`src/rtl/core/frp_pkg.sv`:
```
// Package for the frame receiver parameter decoder.
// Holds the parser phase type, event and register codes, and decode constants.
// No dependencies.
`default_nettype none

package frp_pkg;

    // Parser phase
    typedef enum logic [1:0] {
        PH_IDLE     = 2'd0,
        PH_LENGTH   = 2'd1,
        PH_PAYLOAD  = 2'd2,
        PH_CHECKSUM = 2'd3
    } phase_t;

    // Frame event codes
    typedef enum logic [1:0] {
        EVT_CHK_ERR = 2'd0,
        EVT_ACK     = 2'd1,
        EVT_DATA    = 2'd2,
        EVT_OTHER   = 2'd3
    } event_t;

    // Configuration register indexes
    localparam logic [1:0] REG_HEADER_CODE = 2'd0;
    localparam logic [1:0] REG_ACK_LENGTH  = 2'd1;
    localparam logic [1:0] REG_ACK_CODE    = 2'd2;
    localparam logic [1:0] REG_DATA_LENGTH = 2'd3;

    // Configuration reset values
    localparam logic [7:0] HEADER_CODE_RST = 8'd170;
    localparam logic [4:0] ACK_LENGTH_RST  = 5'd1;
    localparam logic [7:0] ACK_CODE_RST    = 8'd1;
    localparam logic [4:0] DATA_LENGTH_RST = 5'd10;

    // Decode constants
    localparam int         STORE_DEPTH = 10;
    localparam logic [7:0] DIR_LIMIT   = 8'd100;
    localparam logic [8:0] TRIM_BIAS   = 9'd20;

endpackage

`default_nettype wire

```
`src/rtl/core/frame_receiver_param_decoder.sv`:
```
// Frame receiver parameter decoder: top level.
// Deframes length-prefixed byte frames with an 8-bit sum check and decodes data frames.
// Depends on frp_pkg.
//
// Channel   Direction  Handshake            Payload
// in        sink       in_valid / in_stall  rx_byte
// out       source     out_valid/out_stall  frame_event .. airframe_bits
// cfg       sink       cfg_valid/cfg_ready  cfg_index, cfg_data
//
// One byte is taken per cycle, save when a checksum byte stalls. The parser state and the
// sum load at the edge that takes a byte, the output register at the edge that takes a
// checksum byte, so a frame's result is valid in the cycle right after that edge.
// Reset returns the parser to idle, clears the payload store and loads the
// register defaults. Only a checksum byte waits on a blocked output register;
// all other bytes are taken while a result is held. cfg_ready is always high.
`default_nettype none

module frame_receiver_param_decoder
    import frp_pkg::*;
#(
    parameter int MAX_LEN = 19
)
(
    input  wire logic              clk,
    input  wire logic              rst_n,

    input  wire logic              in_valid,
    output logic                   in_stall,
    input  wire logic [7:0]        rx_byte,

    output logic                   out_valid,
    input  wire logic              out_stall,
    output logic [1:0]             frame_event,
    output logic [2:0]             direction_bits,
    output logic [7:0]             roll_angle,
    output logic [7:0]             pitch_angle,
    output logic [7:0]             yaw_angle,
    output logic signed [8:0]      roll_rate,
    output logic signed [8:0]      pitch_rate,
    output logic signed [8:0]      yaw_rate,
    output logic signed [8:0]      roll_trim,
    output logic signed [8:0]      pitch_trim,
    output logic [7:0]             switch_bits,
    output logic [5:0]             airframe_bits,

    input  wire logic              cfg_valid,
    output logic                   cfg_ready,
    input  wire logic [1:0]        cfg_index,
    input  wire logic [7:0]        cfg_data
);

    localparam int LEN_W = $clog2(MAX_LEN + 1);
    localparam logic [7:0] MAX_LEN_B = 8'(MAX_LEN);

    // Configuration registers
    logic [7:0] header_code_reg;
    logic [4:0] ack_length_reg;
    logic [7:0] ack_code_reg;
    logic [4:0] data_length_reg;

    // Parser state
    phase_t            phase_reg, phase_next;
    logic [LEN_W-1:0]  bytes_left_reg, bytes_left_next;
    logic [LEN_W-1:0]  payload_pos_reg, payload_pos_next;
    logic [LEN_W-1:0]  frame_len_reg, frame_len_next;
    logic [7:0]        running_sum_reg, running_sum_next;
    logic [7:0]        store_reg [STORE_DEPTH];

    // Output register
    logic              out_valid_reg;
    logic [1:0]        event_reg;
    logic [2:0]        dir_reg;
    logic [7:0]        angle_reg [3];
    logic [8:0]        rate_reg [3];
    logic [8:0]        roll_trim_reg, pitch_trim_reg;
    logic [7:0]        switch_reg;
    logic [5:0]        airframe_reg;

    logic              accept;
    logic              store_we;
    logic              result_fire;
    logic [1:0]        event_next;
    logic [2:0]        dir_next;
    logic [7:0]        angle_next [3];
    logic [8:0]        rate_next [3];
    logic [8:0]        roll_trim_next, pitch_trim_next;
    logic [7:0]        switch_next;
    logic [5:0]        airframe_next;

    // Hold a checksum byte only while a result is blocked
    assign in_stall  = out_valid_reg && out_stall && (phase_reg == PH_CHECKSUM);
    assign accept    = in_valid && !in_stall;
    assign cfg_ready = 1'b1;

    // Configuration writes
    always_ff @(posedge clk or negedge rst_n)
    begin
        if (!rst_n)
        begin
            header_code_reg <= HEADER_CODE_RST;
            ack_length_reg  <= ACK_LENGTH_RST;
            ack_code_reg    <= ACK_CODE_RST;
            data_length_reg <= DATA_LENGTH_RST;
        end
        else if (cfg_valid && cfg_ready)
        begin
            unique case (cfg_index)
                REG_HEADER_CODE: header_code_reg <= cfg_data;
                REG_ACK_LENGTH:  ack_length_reg  <= cfg_data[4:0];
                REG_ACK_CODE:    ack_code_reg    <= cfg_data;
                REG_DATA_LENGTH: data_length_reg <= cfg_data[4:0];
                default:         header_code_reg <= header_code_reg;
            endcase
        end
    end

    // Next parser phase and counters
    always_comb
    begin
        phase_next       = phase_reg;
        bytes_left_next  = bytes_left_reg;
        payload_pos_next = payload_pos_reg;
        frame_len_next   = frame_len_reg;
        running_sum_next = running_sum_reg;
        store_we         = 1'b0;
        result_fire      = 1'b0;
        if (accept)
        begin
            priority if (phase_reg == PH_IDLE && rx_byte == header_code_reg)
            begin
                phase_next       = PH_LENGTH;
                running_sum_next = rx_byte;
            end
            else if (phase_reg == PH_LENGTH && rx_byte <= MAX_LEN_B)
            begin
                phase_next       = PH_PAYLOAD;
                frame_len_next   = LEN_W'(rx_byte);
                bytes_left_next  = LEN_W'(rx_byte);
                payload_pos_next = '0;
                running_sum_next = running_sum_reg + rx_byte;
            end
            else if (phase_reg == PH_PAYLOAD && bytes_left_reg != '0)
            begin
                bytes_left_next  = bytes_left_reg - LEN_W'(1);
                phase_next       = (bytes_left_reg == LEN_W'(1)) ? PH_CHECKSUM : PH_PAYLOAD;
                payload_pos_next = payload_pos_reg + LEN_W'(1);
                running_sum_next = running_sum_reg + rx_byte;
                store_we         = 1'b1;
            end
            else if (phase_reg == PH_CHECKSUM)
            begin
                phase_next  = PH_IDLE;
                result_fire = 1'b1;
            end
            else
            begin
                phase_next = PH_IDLE;
            end
        end
    end

    // Classify the frame and decode the stored payload
    always_comb
    begin
        event_next      = EVT_OTHER;
        dir_next        = '0;
        roll_trim_next  = '0;
        pitch_trim_next = '0;
        switch_next     = '0;
        airframe_next   = '0;
        for (int i = 0; i < 3; i++)
        begin
            angle_next[i] = '0;
            rate_next[i]  = '0;
        end
        priority if (rx_byte != running_sum_reg)
        begin
            event_next = EVT_CHK_ERR;
        end
        else if (8'(frame_len_reg) == 8'(ack_length_reg) && store_reg[0] == ack_code_reg)
        begin
            event_next = EVT_ACK;
        end
        else if (8'(frame_len_reg) == 8'(data_length_reg))
        begin
            event_next = EVT_DATA;
            for (int i = 0; i < 3; i++)
            begin
                dir_next[i]   = store_reg[i] > DIR_LIMIT;
                angle_next[i] = dir_next[i] ? (store_reg[i] - DIR_LIMIT) : store_reg[i];
                rate_next[i]  = {1'b0, store_reg[3 + i]}
                                - (dir_next[i] ? {1'b0, DIR_LIMIT} : 9'd0);
            end
            roll_trim_next  = {1'b0, store_reg[6]} - TRIM_BIAS;
            pitch_trim_next = {1'b0, store_reg[7]} - TRIM_BIAS;
            switch_next     = store_reg[8];
            airframe_next   = store_reg[9][5:0];
        end
        else
        begin
            event_next = EVT_OTHER;
        end
    end

    // Advance parser state and write the payload store
    always_ff @(posedge clk or negedge rst_n)
    begin
        if (!rst_n)
        begin
            phase_reg       <= PH_IDLE;
            bytes_left_reg  <= '0;
            payload_pos_reg <= '0;
            frame_len_reg   <= '0;
            running_sum_reg <= '0;
            for (int i = 0; i < STORE_DEPTH; i++)
            begin
                store_reg[i] <= '0;
            end
        end
        else
        begin
            phase_reg       <= phase_next;
            bytes_left_reg  <= bytes_left_next;
            payload_pos_reg <= payload_pos_next;
            frame_len_reg   <= frame_len_next;
            running_sum_reg <= running_sum_next;
            for (int i = 0; i < STORE_DEPTH; i++)
            begin
                if (store_we && payload_pos_reg == LEN_W'(i))
                begin
                    store_reg[i] <= rx_byte;
                end
            end
        end
    end

    // Output valid: load on a result, drop once transferred
    always_ff @(posedge clk or negedge rst_n)
    begin
        if (!rst_n)
        begin
            out_valid_reg <= 1'b0;
        end
        else if (result_fire)
        begin
            out_valid_reg <= 1'b1;
        end
        else if (!out_stall)
        begin
            out_valid_reg <= 1'b0;
        end
    end

    // Output payload
    always_ff @(posedge clk)
    begin
        if (result_fire)
        begin
            event_reg      <= event_next;
            dir_reg        <= dir_next;
            angle_reg      <= angle_next;
            rate_reg       <= rate_next;
            roll_trim_reg  <= roll_trim_next;
            pitch_trim_reg <= pitch_trim_next;
            switch_reg     <= switch_next;
            airframe_reg   <= airframe_next;
        end
    end

    assign out_valid      = out_valid_reg;
    assign frame_event    = event_reg;
    assign direction_bits = dir_reg;
    assign roll_angle     = angle_reg[0];
    assign pitch_angle    = angle_reg[1];
    assign yaw_angle      = angle_reg[2];
    assign roll_rate      = rate_reg[0];
    assign pitch_rate     = rate_reg[1];
    assign yaw_rate       = rate_reg[2];
    assign roll_trim      = roll_trim_reg;
    assign pitch_trim     = pitch_trim_reg;
    assign switch_bits    = switch_reg;
    assign airframe_bits  = airframe_reg;

endmodule

`default_nettype wire

```
`config.mk`:
```
export PLATFORM = sky130hd
export DESIGN_NAME = frame_receiver_param_decoder
export DESIGN_NICKNAME = d
export VERILOG_FILES = /design/src/rtl/core/frp_pkg.sv /design/src/rtl/core/frame_receiver_param_decoder.sv
export SDC_FILE = /design/constraint.sdc
export NUM_CORES = 1
export LEC_CHECK = 0
export BUFFER_PORTS_ARGS = -buffer_cell sky130_fd_sc_hd__clkbuf_2
export CORE_ASPECT_RATIO = 1.1
export CORE_MARGIN = 10
export CORE_UTILIZATION = 40
export DETAILED_ROUTE_END_ITERATION = 16
export GPL_ROUTABILITY_DRIVEN = 0
export GPL_TIMING_DRIVEN = 0
export HOLD_SLACK_MARGIN = 0.06
export MAX_ROUTING_LAYER = met4
export PLACE_DENSITY = 0.65
export REMOVE_ABC_BUFFERS = 1
export SLEW_MARGIN = 10
export SYNTH_ARGS = -nofsm -noshare
export SYNTH_HDL_FRONTEND = slang
export SYNTH_SLANG_ARGS = --single-unit
```
`constraint.sdc`:
```
create_clock -name clk -period 10.5 [get_ports clk]
set_clock_uncertainty 0.15 [all_clocks]
set_input_delay 1.05 -clock clk [delete_from_list [all_inputs] [get_ports clk]]
set_output_delay 1.05 -clock clk [all_outputs]
set_load 0.005 [all_outputs]
```
; Word-level counts from Yosys, hierarchy flattened
; Index checks and enable logic that the tools add are counted.
[word_totals]
reg_bits = 218
memories = 0
mem_bits_rw = 0
latchBits = 0
romBits = 0
[classes]
n_div = 0
n_shift = 0
magnitude_cmp = 4
multipliers = 0
eq_ne = 22
n_mux = 30
bitwise_logic = 2
add_sub_neg = 11
n_reduce_logical = 33
[ops]
columns = cell, count
row1 = two-way mux 8 bit, 6
row2 = subtractor 8 x 7 -> 9 bit, 3
row3 = "greater-than comparator 8 x 7 -> 1 bit, second input constant", 3
row4 = "subtractor 8 x 7 -> 8 bit, second input constant", 3
row5 = two-way mux 7 bit, 3
row6 = "== test 5 x 3 -> 1 bit, second input constant", 4
row7 = two-way mux 5 bit, 4
row8 = "subtractor 8 x 5 -> 9 bit, second input constant", 2
row9 = logical AND 1 bit, 17
row10 = == test 8 bit, 2
row11 = two-way mux 1 bit, 14
row12 = "== test 5 x 1 -> 1 bit, second input constant", 2
row13 = "== test 5 x 2 -> 1 bit, second input constant", 2
row14 = "== test 5 x 4 -> 1 bit, second input constant", 2
row15 = == test 5 bit, 2
row16 = AND reduction 2 bit, 5
row17 = adder 8 bit, 1
row18 = "== test 2 bit, second input constant", 4
row19 = "less-or-equal comparator 8 x 5 -> 1 bit, second input constant", 1
row20 = inequality test 8 bit, 1
row21 = two-way mux 2 bit, 3
row22 = AND reduction 3 bit, 2
row23 = "adder 5 x 1 -> 5 bit, second input constant", 1
row24 = zero test 5 bit, 1
row25 = 11 further kinds, 14

; Longest topological paths before layout
[depth]
depth_word = 7
ltp_mapped = 12

; Worst setup path before layout
; No wires, ideal clock.
[synth_path]
kind = input port to flip-flop
from = input out_stall
to = register airframe_reg[0] (netlist: airframe_bits[0]), enable pin
setup_ns = 0.536
n_path_buf = 0
arrival_ns = 4.990
slack_ns = 4.824
required_ns = 9.814
cell_stages = 3
path_cell_list = nand4_1 > nand2_1 > nor2_1
[synth_between]
elab_chain_cells = 5
[synth_rtl]
columns = item, line_no
row1 = "start, declared", frame_receiver_param_decoder.sv:32  ; input wire logic out_stall,
row2 = logical AND 1 bit (2 in a row), frame_receiver_param_decoder.sv:91  ; assign in_stall = out_valid_reg && out_stall && (phase_reg == PH_CHECKSUM);
row3 = zero test 1 bit, frame_receiver_param_decoder.sv:92  ; assign accept = in_valid && !in_stall;
row4 = logical AND 1 bit, frame_receiver_param_decoder.sv:92
row5 = two-way mux 1 bit, frame_receiver_param_decoder.sv:127  ; if (accept)
row6 = named net result_fire, frame_receiver_param_decoder.sv:81  ; logic result_fire;
row7 = "end signal, assigned", frame_receiver_param_decoder.sv:266  ; airframe_reg <= airframe_next;
row8 = "end, declared", frame_receiver_param_decoder.sv:77  ; logic [5:0] airframe_reg;
; The timed path passes the listed nets, and every way through them passes these cells.
; A chain may end at the register's enable or synchronous reset.

; Worst setup path in the final report
[layout_path]
from = input rx_byte[5]
to = register angle_reg (netlist bit yaw_angle[3]) (data pin)
[layout_between]
elab_chain_cells = 2
[layout_rtl]
columns = item, line_no
row1 = "start, declared", frame_receiver_param_decoder.sv:29  ; input wire logic [7:0] rx_byte,
row2 = inequality test 8 bit, frame_receiver_param_decoder.sv:176  ; priority if (rx_byte != running_sum_reg)
row3 = OR reduction 3 bit (no source line), --
row4 = "end signal, assigned", frame_receiver_param_decoder.sv:261  ; angle_reg <= angle_next;
row5 = "end, declared", frame_receiver_param_decoder.sv:73  ; logic [7:0] angle_reg [3];
; No other way between the ends.

==> impl_metrics.env <==
export IMPL_status="finished clean"
export IMPL_endpoint="yaw_angle[3]$_SDFFCE_PP0P_"
export IMPL_yosysSeqAreaShare=0.584
export IMPL_antenna_cells=0
export IMPL_cts_setup_buffers=0
export IMPL_area_growth_pct=17.7
export IMPL_die_w_um=172
export IMPL_setup_viol=0
export IMPL_nets=973
export IMPL_muxShareOfSynthArea=0.121
export IMPL_vdd_drop_max_uv=120
export IMPL_period_share=0.375
export IMPL_cts_made_buffers=24
export IMPL_crit_path_start="rx_byte[5]"
export IMPL_syn_avg_cell_area_um2=12.7
export IMPL_crit_type="in -> reg"
export IMPL_async_flop_share=0.596
export IMPL_drc=0
export IMPL_post_drt_wl_per_cell_um=17.8
export IMPL_ys_flop_type="dfrtp_1"
export IMPL_critPathLaunchType="input port"
export IMPL_first_pass_iters=4
export IMPL_dp_hpwl_mm=15.1
export IMPL_ios=114
export IMPL_grt_overflow=0
export IMPL_grt_first_pass_wirelength_mm=35.7
export IMPL_slew_violations=0
export IMPL_cp_arrival_ns=4.10
export IMPL_slew_headroom=0.423
export IMPL_mappedNetlistArea_mm2=0.0101
export IMPL_synthAdderAreaFrac=0.0465
export IMPL_rsz0062_at_grt="no"
export IMPL_r2r_end="yaw_angle[3]$_SDFFCE_PP0P_"
export IMPL_rr_worst_depth=7
export IMPL_ys_seq_elements=218
export IMPL_ctsRootBufferMaster="clkbuf_16"
export IMPL_cts_buffer_depth=3
export IMPL_drive_above_1_share=0.315
export IMPL_tightest_slew_ns=0.864
export IMPL_initial_core_util=0.403
export IMPL_timing_hold_violations_final=0
export IMPL_synth_compound_area_share=0.0559
export IMPL_synth_edf_count=88
export IMPL_p_leak_nw=5.30
export IMPL_cts_resized=0
export IMPL_grt_max_degree=89
export IMPL_hp_class="in -> async"
export IMPL_cts_tree="yes"
export IMPL_power_density_mw_per_mm2=186
export IMPL_drtIter0Drc=289
export IMPL_h_tree_depth=1
export IMPL_vias=6420
export IMPL_required_ns=10.66
export IMPL_synth_top_cell_area_share=0.302
export IMPL_routed_wl_mm=22.2
export IMPL_io_buffers=112
export IMPL_die_area_mm2=0.0321
export IMPL_r2r_slack_ns=7.21
export IMPL_grt_use_total=0.142
export IMPL_die_h_um=187
export IMPL_core_area_mm2=0.0251
export IMPL_regArea_mm2=0.00591
export IMPL_clk_insertion_delay_late_ns=0.51
export IMPL_largest_reg_flops=78
export IMPL_cp_max_fo=39
export IMPL_fin_setup_tns_ns=0
export IMPL_multi_input_area_mm2=0.00402
export IMPL_antenna_found_initial=0
export IMPL_holdBufCountCts=0
export IMPL_clkSinkCount=218
export IMPL_synthTopCellsByArea="dfrtp_1 30%, edfxtp_1 26%, mux2_2 11%"
export IMPL_max_freq_mhz=254
export IMPL_cap_violations=0
export IMPL_path_clk_slew_ns=0.06
export IMPL_syn_inst=794
export IMPL_critical_path_endpoint_type="flip-flop"
export IMPL_period_needed_ns=3.94
export IMPL_reg2reg_from="running_sum_reg[5]$_DFFE_PN0P_"
export IMPL_grt_pass1_vias=6542
export IMPL_yosys_warnings=0
export IMPL_synth_top_family_by_area="multiplexers"
export IMPL_synthSimpleGateAreaFrac=0.120
export IMPL_synthXorXnorAreaFrac=0.0502
export IMPL_fill_cells=2251
export IMPL_synth_top_cell_by_area="dfrtp_1"
export IMPL_ant_nets=0
export IMPL_rows=61
export IMPL_synth_cell_type_count=57
export IMPL_power_total_w=0.00222
export IMPL_viasPerCell=5.15
-- routing by layer --
| metal | global-route usage | wire, µm | up-vias |
|---|---|---|---|
| li1 | - | - | 3085 |
| met1 | 0.175 | 9820 | 3163 |
| met2 | 0.234 | 10800 | 125 |
| met3 | 0.0241 | 1060 | 47 |
| met4 | 0.0422 | 515 | 0 |
| met5 | - | 0 | - |
-- power breakdown --
part           leakage (nW)  switching [W]  internal [W]  total, W
clock network         0.385       0.000329      0.000476  0.000805
registers              2.52      0.0000633      0.000960   0.00102
logic                  2.39       0.000211      0.000175  0.000387
-- critical path, cell delays in order --
cell and delay (ns):
clkbuf_2 0.33, ha_1 0.47, nor4_1 0.32, nand3_1 0.19, a21oi_4 0.71, nand2_2 0.42, buf_12 0.29, a211oi_1 0.27
-- worst min-delay path by stage --
stage | cells after the start | to | startpoint
CTS | 1 | store_reg[2]$_DFFE_PN0P_ | rst_n
global placement | 1 | store_reg[33]$_DFFE_PN0P_ | store_reg[33]$_DFFE_PN0P_
global route | 1 | store_reg[2]$_DFFE_PN0P_ | rst_n
finish | 1 | store_reg[2]$_DFFE_PN0P_ | rst_n
floorplan | 1 | store_reg[10]$_DFFE_PN0P_ | store_reg[10]$_DFFE_PN0P_
detailed placement | 1 | store_reg[32]$_DFFE_PN0P_ | store_reg[32]$_DFFE_PN0P_
-- Yosys cell counts (3+ instances only) --
cell type  count
nor3b_1       12
a211oi_1       3
nand2_2        4
or3_1          5
nand2b_1       8
nand2_1       29
ha_1          36
nand3_1       17
nor4_1         5
nor3_1        12
xnor2_1       30
mux2_1         5
nor2b_1        6
nor2_1        66
nand3b_1       3
edfxtp_1      88
a31oi_1        4
inv_1         33
o21bai_1       5
clkbuf_1      22
mux2_2       101
nand2_4        4
dfrtp_1      122
o211ai_1       4
o22ai_1        5
xor2_1        28
dfstp_2        8
a21oi_1       36
o21ai_0       24
and3_1        30
nand4_1        6
-- metrics by stage --
step	worst slack, ns	instances	cell area, µm²	hold WS [ns]	util
2_1_floorplan	4.82	768	10000	0.321	-
3_3_place_gp	2.64	1195	11000	0.329	0.437
4_1_cts	6.57	1246	11900	0.314	0.474
3_5_place_dp	6.06	1202	11100	0.334	0.444
6_report	6.56	1246	11900	0.310	0.474
5_1_grt	6.30	1246	11900	0.327	0.474
-- layout by cell type, fill, tap and decap left out, types with 30 or more instances in the layout --
master / count
dfrtp_1: 122
clkbuf_2: 111
mux2_2: 101
edfxtp_1: 88
nor2_1: 65
ha_1: 36
a21oi_1: 35
inv_1: 33
xnor2_1: 30
and3_1: 30
-- final cells by class --
| class | instances | area share |
|---|---|---|
| Clock buffer | 35 | 0.0607 |
| Multi-Input combinational cell | 517 | 0.337 |
| Inverter | 33 | 0.0104 |
| Timing Repair Buffer | 119 | 0.0587 |
| Sequential cell | 218 | 0.496 |
| Clock inverter | 9 | 0.00389 |
| Tap cell | 315 | 0.0331 |
-- cell families (layout without fill, tap and decap cells) --
kind of cell    Yosys count  after routing
simple gates            219            219
flops                   218            218
mux                     108            108
compound gates           94             94
buf+inv                  59            196
xor+xnor                 58             58
fa+ha+maj                37             37
other cells               1              1
Power figures use the tool's default switching activity.
